### config.mk
export PLATFORM = sky130hd
export DESIGN_NAME = fraction_arithmetic_unit
export DESIGN_NICKNAME = d
export VERILOG_FILES = /design/src/rtl/fau_pkg.sv /design/src/rtl/fraction_arithmetic_unit.sv
export SDC_FILE = /design/constraint.sdc
export NUM_CORES = 2
export LEC_CHECK = 0
export BUFFER_PORTS_ARGS = -buffer_cell sky130_fd_sc_hd__buf_2
export CAP_MARGIN = 5
export CORE_MARGIN = 8
export CORE_UTILIZATION = 35
export CTS_CLUSTER_DIAMETER = 100
export CTS_CLUSTER_SIZE = 10
export DETAILED_ROUTE_END_ITERATION = 8
export GPL_TIMING_DRIVEN = 0
export HOLD_SLACK_MARGIN = 0.08
export PLACE_DENSITY = 0.49
export SLEW_MARGIN = 20
export SYNTH_ARGS = -nofsm -noshare
export SYNTH_HDL_FRONTEND = slang
export SYNTH_SLANG_ARGS = --single-unit
### constraint.sdc
create_clock -name clock -period 9.9 [get_ports clock]
set_input_delay 1.98 -clock clock [delete_from_list [all_inputs] [get_ports clock]]
set_output_delay 1.98 -clock clock [all_outputs]
set_load 0.02 [all_outputs]
### src/rtl/fau_pkg.sv
// Shared codes, operand width and beat types for the fraction arithmetic unit.
`timescale 1ns / 1ps
`default_nettype none
package fau_pkg;

   // operand width of each numerator and denominator
   localparam int OPERAND_WIDTH = 16;

   // operation codes
   localparam logic [1:0] OP_ADD = 2'd0;
   localparam logic [1:0] OP_SUB = 2'd1;
   localparam logic [1:0] OP_MUL = 2'd2;
   localparam logic [1:0] OP_DIV = 2'd3;

   // status codes
   localparam logic [1:0] ST_OK       = 2'd0;
   localparam logic [1:0] ST_ZERO_DEN = 2'd1;
   localparam logic [1:0] ST_DIV_ZERO = 2'd2;

   localparam int RES_NUM_WIDTH = 33;
   localparam int RES_DEN_WIDTH = 31;

   typedef struct packed {
      logic [1:0]                      req_type;
      logic signed [OPERAND_WIDTH-1:0] a_numerator;
      logic signed [OPERAND_WIDTH-1:0] a_denominator;
      logic signed [OPERAND_WIDTH-1:0] b_numerator;
      logic signed [OPERAND_WIDTH-1:0] b_denominator;
   } req_beat_type;

   typedef struct packed {
      logic signed [RES_NUM_WIDTH-1:0] result_numerator;
      logic [RES_DEN_WIDTH-1:0]        result_denominator;
      logic [1:0]                      status;
   } rsp_type;

endpackage
`default_nettype wire

### src/rtl/fraction_arithmetic_unit.sv
// Top level of the fraction arithmetic unit: sequencer, shared multiplier and subtractor.
`timescale 1ns / 1ps
`default_nettype none
// Fraction arithmetic unit. Pulse start with an operation (add, subtract, multiply,
// divide) and two fractions; some cycles later rsp_valid is high for exactly one
// cycle with the exact result in lowest terms, denominator positive, zero as 0/1.
// A zero operand denominator gives status ST_ZERO_DEN, dividing by a zero fraction
// gives ST_DIV_ZERO, both with a 0/0 result. The receiver cannot stall: it must
// take the beat in the cycle it is shown. busy is high from the accepted start
// until the result beat; a new start is taken in the cycle the result is shown.
// Steps, with M = 2*OPERAND_WIDTH: an error beat is decided in S_MUL_A, the first state
// after the accepting edge, and then registered. Otherwise the multiplier states S_MUL_A,
// S_MUL_B and S_MUL_D and the sign-fix state S_SIGN (a zero result is shown right after
// it), then the binary gcd (one subtract or shift per cycle), then two restoring
// divisions of M quotient bits each on the same subtractor. The gcd loop on the single
// subtractor sets most of the spread in the time an item takes.
module fraction_arithmetic_unit (
   input  wire                          clock,
   input  wire                          reset,
   input  wire                          start,
   output logic                         busy,
   input  wire  fau_pkg::req_beat_type  req_data,
   output logic                         rsp_valid,
   output fau_pkg::rsp_type             rsp_data
);
   import fau_pkg::*;

   localparam int W  = OPERAND_WIDTH;
   localparam int PW = 2 * W;          // product width
   localparam int SW = 2 * W + 1;      // signed numerator width
   localparam int MW = 2 * W;          // magnitude width
   localparam int KW = $clog2(MW + 1);
   localparam int CW = $clog2(MW);

   localparam logic [3:0] S_IDLE    = 4'd0;
   localparam logic [3:0] S_MUL_A   = 4'd1;
   localparam logic [3:0] S_MUL_B   = 4'd2;
   localparam logic [3:0] S_MUL_D   = 4'd3;
   localparam logic [3:0] S_SIGN    = 4'd4;
   localparam logic [3:0] S_TWOS    = 4'd5;
   localparam logic [3:0] S_GCD     = 4'd6;
   localparam logic [3:0] S_DIV_NUM = 4'd7;
   localparam logic [3:0] S_DIV_DEN = 4'd8;

   logic [3:0] state_ff, state_in;
   logic       rsp_valid_ff, rsp_valid_in;
   rsp_type    rsp_data_ff, rsp_data_in;

   // operand latch
   logic [1:0]          op_ff;
   logic signed [W-1:0] an_ff, ad_ff, bn_ff, bd_ff;

   // working registers
   logic signed [PW-1:0] p1_ff, p1_in, p2_ff, p2_in, dp_ff, dp_in;
   logic                 neg_ff, neg_in;
   logic [MW-1:0]        mag_ff, mag_in, den_ff, den_in;
   logic [MW-1:0]        x_ff, x_in, y_ff, y_in, g_ff, g_in;
   logic [MW-1:0]        q_ff, q_in, r_ff, r_in;
   logic [KW-1:0]        k_ff, k_in;
   logic [CW-1:0]        cnt_ff, cnt_in;

   // shared multiplier
   logic signed [W-1:0]  mul_a, mul_b;
   logic signed [PW-1:0] prod;

   // shared subtractor
   logic [MW:0] sub_a, sub_b, diff;
   logic        borrow;

   logic signed [SW-1:0] num_s, num_fix, den_fix, res_num;
   logic [MW:0]          r_shift;
   logic                 zero_den;

   assign busy      = (state_ff != S_IDLE);
   assign rsp_valid = rsp_valid_ff;
   assign rsp_data  = rsp_data_ff;

   // multiplier operand select
   always_comb begin
      mul_a = an_ff;
      mul_b = bd_ff;
      unique case (state_ff)
         S_MUL_A: begin
            mul_a = an_ff;
            mul_b = (op_ff == OP_MUL) ? bn_ff : bd_ff;
         end
         S_MUL_B: begin
            mul_a = bn_ff;
            mul_b = ad_ff;
         end
         S_MUL_D: begin
            mul_a = ad_ff;
            mul_b = (op_ff == OP_DIV) ? bn_ff : bd_ff;
         end
         default: begin
            mul_a = an_ff;
            mul_b = bd_ff;
         end
      endcase
   end

   assign prod = mul_a * mul_b;

   // subtractor: gcd compares x against y, division tries r against g
   assign r_shift = {r_ff, q_ff[MW-1]};
   always_comb begin
      if (state_ff == S_DIV_NUM || state_ff == S_DIV_DEN) begin
         sub_a = r_shift;
         sub_b = {1'b0, g_ff};
      end else begin
         sub_a = {1'b0, x_ff};
         sub_b = {1'b0, y_ff};
      end
   end
   assign diff   = sub_a - sub_b;
   assign borrow = diff[MW];

   // combine products, then move the sign onto the numerator
   always_comb begin
      case (op_ff)
         OP_ADD:  num_s = SW'(p1_ff) + SW'(p2_ff);
         OP_SUB:  num_s = SW'(p1_ff) - SW'(p2_ff);
         default: num_s = SW'(p1_ff);
      endcase
      if (dp_ff < 0) begin
         num_fix = -num_s;
         den_fix = -SW'(dp_ff);
      end else begin
         num_fix = num_s;
         den_fix = SW'(dp_ff);
      end
   end

   assign zero_den = (ad_ff == '0) || (bd_ff == '0);
   assign res_num  = neg_ff ? -SW'({1'b0, mag_ff}) : SW'({1'b0, mag_ff});

   always_comb begin
      state_in     = state_ff;
      rsp_valid_in = 1'b0;
      rsp_data_in  = rsp_data_ff;
      p1_in  = p1_ff;
      p2_in  = p2_ff;
      dp_in  = dp_ff;
      neg_in = neg_ff;
      mag_in = mag_ff;
      den_in = den_ff;
      x_in   = x_ff;
      y_in   = y_ff;
      g_in   = g_ff;
      q_in   = q_ff;
      r_in   = r_ff;
      k_in   = k_ff;
      cnt_in = cnt_ff;
      unique case (state_ff)
         S_IDLE: begin
            if (start) begin
               state_in = S_MUL_A;
            end
         end
         S_MUL_A: begin
            // check operands before spending the long path
            if (zero_den) begin
               rsp_data_in.result_numerator   = '0;
               rsp_data_in.result_denominator = '0;
               rsp_data_in.status             = ST_ZERO_DEN;
               rsp_valid_in = 1'b1;
               state_in     = S_IDLE;
            end else if (op_ff == OP_DIV && bn_ff == '0) begin
               rsp_data_in.result_numerator   = '0;
               rsp_data_in.result_denominator = '0;
               rsp_data_in.status             = ST_DIV_ZERO;
               rsp_valid_in = 1'b1;
               state_in     = S_IDLE;
            end else begin
               p1_in    = prod;
               state_in = S_MUL_B;
            end
         end
         S_MUL_B: begin
            p2_in    = prod;
            state_in = S_MUL_D;
         end
         S_MUL_D: begin
            dp_in    = prod;
            state_in = S_SIGN;
         end
         S_SIGN: begin
            if (num_fix == '0) begin
               rsp_data_in.result_numerator   = '0;
               rsp_data_in.result_denominator = RES_DEN_WIDTH'(1);
               rsp_data_in.status             = ST_OK;
               rsp_valid_in = 1'b1;
               state_in     = S_IDLE;
            end else begin
               neg_in   = num_fix[SW-1];
               mag_in   = num_fix[SW-1] ? MW'(-num_fix) : MW'(num_fix);
               den_in   = MW'(den_fix);
               x_in     = num_fix[SW-1] ? MW'(-num_fix) : MW'(num_fix);
               y_in     = MW'(den_fix);
               k_in     = '0;
               state_in = S_TWOS;
            end
         end
         S_TWOS: begin
            // strip common factors of two
            if (!x_ff[0] && !y_ff[0]) begin
               x_in = x_ff >> 1;
               y_in = y_ff >> 1;
               k_in = k_ff + KW'(1);
            end else begin
               state_in = S_GCD;
            end
         end
         S_GCD: begin
            if (x_ff == '0) begin
               g_in     = y_ff << k_ff;
               q_in     = mag_ff;
               r_in     = '0;
               cnt_in   = '0;
               state_in = S_DIV_NUM;
            end else if (!x_ff[0]) begin
               x_in = x_ff >> 1;
            end else if (!y_ff[0]) begin
               y_in = y_ff >> 1;
            end else if (!borrow) begin
               x_in = diff[MW-1:0];
            end else begin
               y_in = MW'(-diff);
            end
         end
         S_DIV_NUM, S_DIV_DEN: begin
            // one quotient bit per cycle
            if (!borrow) begin
               r_in = diff[MW-1:0];
               q_in = {q_ff[MW-2:0], 1'b1};
            end else begin
               r_in = r_shift[MW-1:0];
               q_in = {q_ff[MW-2:0], 1'b0};
            end
            cnt_in = cnt_ff + CW'(1);
            if (cnt_ff == CW'(MW - 1)) begin
               cnt_in = '0;
               r_in   = '0;
               if (state_ff == S_DIV_NUM) begin
                  mag_in   = q_in;
                  q_in     = den_ff;
                  state_in = S_DIV_DEN;
               end else begin
                  rsp_data_in.result_numerator   = RES_NUM_WIDTH'(res_num);
                  rsp_data_in.result_denominator = RES_DEN_WIDTH'(q_in);
                  rsp_data_in.status             = ST_OK;
                  rsp_valid_in = 1'b1;
                  state_in     = S_IDLE;
               end
            end
         end
         default: begin
            state_in = S_IDLE;
         end
      endcase
   end

   // control state
   always_ff @(posedge clock) begin
      if (reset) begin
         state_ff     <= S_IDLE;
         rsp_valid_ff <= 1'b0;
      end else begin
         state_ff     <= state_in;
         rsp_valid_ff <= rsp_valid_in;
      end
   end

   // payload and working registers
   always_ff @(posedge clock) begin
      if (start && !busy) begin
         op_ff <= req_data.req_type;
         an_ff <= req_data.a_numerator;
         ad_ff <= req_data.a_denominator;
         bn_ff <= req_data.b_numerator;
         bd_ff <= req_data.b_denominator;
      end
      rsp_data_ff <= rsp_data_in;
      p1_ff  <= p1_in;
      p2_ff  <= p2_in;
      dp_ff  <= dp_in;
      neg_ff <= neg_in;
      mag_ff <= mag_in;
      den_ff <= den_in;
      x_ff   <= x_in;
      y_ff   <= y_in;
      g_ff   <= g_in;
      q_ff   <= q_in;
      r_ff   <= r_in;
      k_ff   <= k_in;
      cnt_ff <= cnt_in;
   end

endmodule
`default_nettype wire

==> flow_summary.json <==
{
  "reg2reg_depth": 28,
  "layout_setup_ws_ps": 444,
  "min_to": "rsp_data[17]$_SDFFCE_PN0P_",
  "grt_pass1_vias": 29900,
  "drt_pass1_iterations": 6,
  "wl_met2_um": 58200,
  "dieArea_sq_um": 119000,
  "timing.final.setup_violations": 0,
  "grt_start_max_net_pins": 53,
  "worst_path_largest_cell_delay_ps": 550,
  "reg2reg_to": "p2_ff[31]$_DFFE_PN_",
  "area_delta_synth_final_pct": 12.3,
  "slowest_stage": "fa_1",
  "fillCellCount": 10800,
  "clkTransAtPathRegs_ps": 60,
  "worstSkewPairLatency_ps": 680,
  "syn_nets": 4378,
  "drcViolationCount": 0,
  "ys_top_cells_by_count": "nand2_1, edfxtp_1, inv_1, nor2_1, fa_1",
  "numCtsBuffers": 56,
  "syn_inst": 3890,
  "hold_path_class": "flip-flop to flip-flop",
  "yosysTopAreaCell": "edfxtp_1",
  "via_per_inst": 5.34,
  "drive_gt1_share_pct": 8.93,
  "yosysTopAreaCellShare_pct": 36.6,
  "synth_edf_count": 464,
  "yosys_warnings": 0,
  "antenna_found_initial": 3,
  "cts_sinks": 469,
  "grt_first_pass_wirelength_um": 190000,
  "path_max_fanout": 22,
  "dp_hpwl_um": 104000,
  "dr_total_vias": 29500,
  "min_period_over_period_pct": 95.5,
  "finClkSkew_ps": 62.7,
  "ios": 137,
  "crit_path_end_kind": "flip-flop",
  "synth.most_common_cell": "nand2_1",
  "wire_per_inst_um": 23.0,
  "coreArea_sq_um": 108000,
  "min_from": "q_ff[14]$_DFFE_PP_",
  "slew_viol_final": 0,
  "yosysSeqAreaShare_pct": 36.9,
  "grt_usage_pct": 20.7,
  "cts_tree": "yes",
  "fin_crit_ps": 9460,
  "die_w_um": 346,
  "ys_top_cells_by_area": "edfxtp_1, fa_1, ha_1, nand2_1, inv_1",
  "start_util_pct": 35.1,
  "drt-total-wl_um": 127000,
  "ff2ff_setup_slack_ps": 440,
  "cts.path.max_buffers": 3,
  "post-place-ws_ps": -3150,
  "detail-route-antenna-nets": 0,
  "htreeDepth": 2,
  "path_class": "flip-flop to flip-flop",
  "die_y_um": 346,
  "drtIter0Drc": 2330,
  "wl_met1_um": 56500,
  "async_reset_ff_share_pct": 0,
  "synth_flop_cell": "edfxtp_1",
  "critPathArrivalTime_ps": 9810,
  "crit_path_start_kind": "flip-flop",
  "nets": 4592,
  "rows": 121,
  "top_layer": "met4",
  "ys_seq_elements": 469,
  "max-cap-violations": 0,
  "fmax_ghz": 0.106,
  "postSynthAreaPerCell_sq_um": 9.78,
  "met3_length_um": 6670,
  "gp_congestion": 0.934,
  "hold_viol_final": 0,
  "rsz0062_at_grt": "no",
  "hold_depth": 2,
  "cpMostUsedCell": "fa_1",
  "slew_headroom_pct": 19.8,
  "port_buffers": 136,
  "tightest_slew_ps": 1190,
  "cts-root-buf": "clkbuf_16",
  "ys_types": 94,
  "cp.required_ps": 10260,
  "run_status": "finished, final reports clean",
  "grt.overflow.total": 0,
  "cts_hold_buffers": 0,
  "synth_area_sq_um": 38000,
  "reg2reg_from": "state_ff[1]$_SDFFE_PP0P_"
}
## sequential cells by signal, indices dropped and copies added, names as in the netlist, 32 cells and up
name	count
r_ff	32
q_ff	32
p2_ff	32
rsp_data	66
g_ff	32
y_ff	32
dp_ff	32
x_ff	32
mag_ff	32
p1_ff	32
den_ff	32
## layout make-up
cell class	count	area, sq um	share of cell area, %
Timing Repair Buffer	167	1120	2.62
Buffer	169	714	1.67
Clock buffer	64	1440	3.37
Sequential cell	469	14000	32.8
Tap cell	1414	1770	4.14
Clock inverter	9	139	0.325
Multi-Input combinational cell	2825	21900	51.4
Inverter	416	1560	3.65
Antenna cell	1	2.50	0.00586
## metal layers
metal | GRT usage [%] | vias to the layer above
li1 | - | 14000
met1 | 27.5 | 14400
met2 | 34.0 | 939
met3 | 2.70 | 206
met4 | 8.90 | 0
met5 | 0 | -
## logic make-up (layout without fill, tap and decap cells)
group | count (synthesis) | count (layout) | synth area share, %
AOI/OAI and AO/OA | 781 | 781 | 13.5
buffers and inverters | 596 | 825 | 5.94
DFF | 469 | 469 | 36.9
and+or+nand+nor | 1249 | 1249 | 14.7
other | 0 | 1 | 0
muxes | 119 | 119 | 3.95
xor gates and xnor gates | 257 | 257 | 5.94
adders and majority gates | 419 | 419 | 19.0
## cell usage in the layout, fill, tap and decap left out, types with 25 or more instances in the layout
cell type / count
or3_1: 27
nor2_1: 382
clkbuf_16: 56
and2_1: 32
nor2b_1: 25
buf_1: 25
nor3_1: 44
inv_1: 412
buf_2: 151
clkbuf_1: 117
mux2i_1: 87
o31ai_1: 37
xnor2_1: 150
ha_1: 155
nand3_1: 45
edfxtp_1: 464
fa_1: 264
a22oi_1: 67
nor4_1: 38
xor2_1: 103
a21oi_1: 180
nand2_1: 509
o21ai_0: 172
a211oi_1: 27
nand2b_1: 27
a21o_1: 47
## through the flow
step	area, sq um	util, %	instances	hold WS [ps]	TNS [ps]
2_1_floorplan	38000	-	3890	426	0
3_3_place_gp	40500	37.4	5440	533	-762040
3_5_place_dp	41000	37.8	5463	529	-236430
4_1_cts	42700	39.4	5536	543	0
5_1_grt	42700	39.4	5533	582	0
6_report	42700	39.4	5534	537	0
## worst max-delay path, delay by kind of cell, from the launching register on
kind                       cells  cell delay (ps)
and+or+nand+nor                4             1020
buffers and inverters          7             1990
AOI/OAI and AO/OA              9             2050
DFF                            1              300
xor gates and xnor gates       1              270
adders and majority gates      7             3480
## worst max path at each step
stage | start | end | slack [ps] | depth (start not counted)
detailed placement | op_ff[1]$_DFFE_PP_ | dp_ff[31]$_DFFE_PN_ | -3150 | 36
CTS | op_ff[1]$_DFFE_PP_ | p2_ff[31]$_DFFE_PN_ | 10 | 37
floorplan | op_ff[1]$_DFFE_PP_ | mag_ff[0]$_DFFE_PP_ | 230 | 26
global placement | op_ff[1]$_DFFE_PP_ | mag_ff[8]$_DFFE_PP_ | -4470 | 24
global route | state_ff[1]$_SDFFE_PP0P_ | p2_ff[31]$_DFFE_PN_ | 50 | 31
finish | state_ff[1]$_SDFFE_PP0P_ | p2_ff[31]$_DFFE_PN_ | 440 | 28
## what timing repair did
action | CTS | global route
pin swaps | 3 | 2
setup buffers | 7 | 1
resized for setup | 39 | 20
setup endpoints to repair | 307 | 18
Power is left out: the tool's default activity adds up to more than one toggle a clock period on the data nets, which glitch-free logic cannot reach.
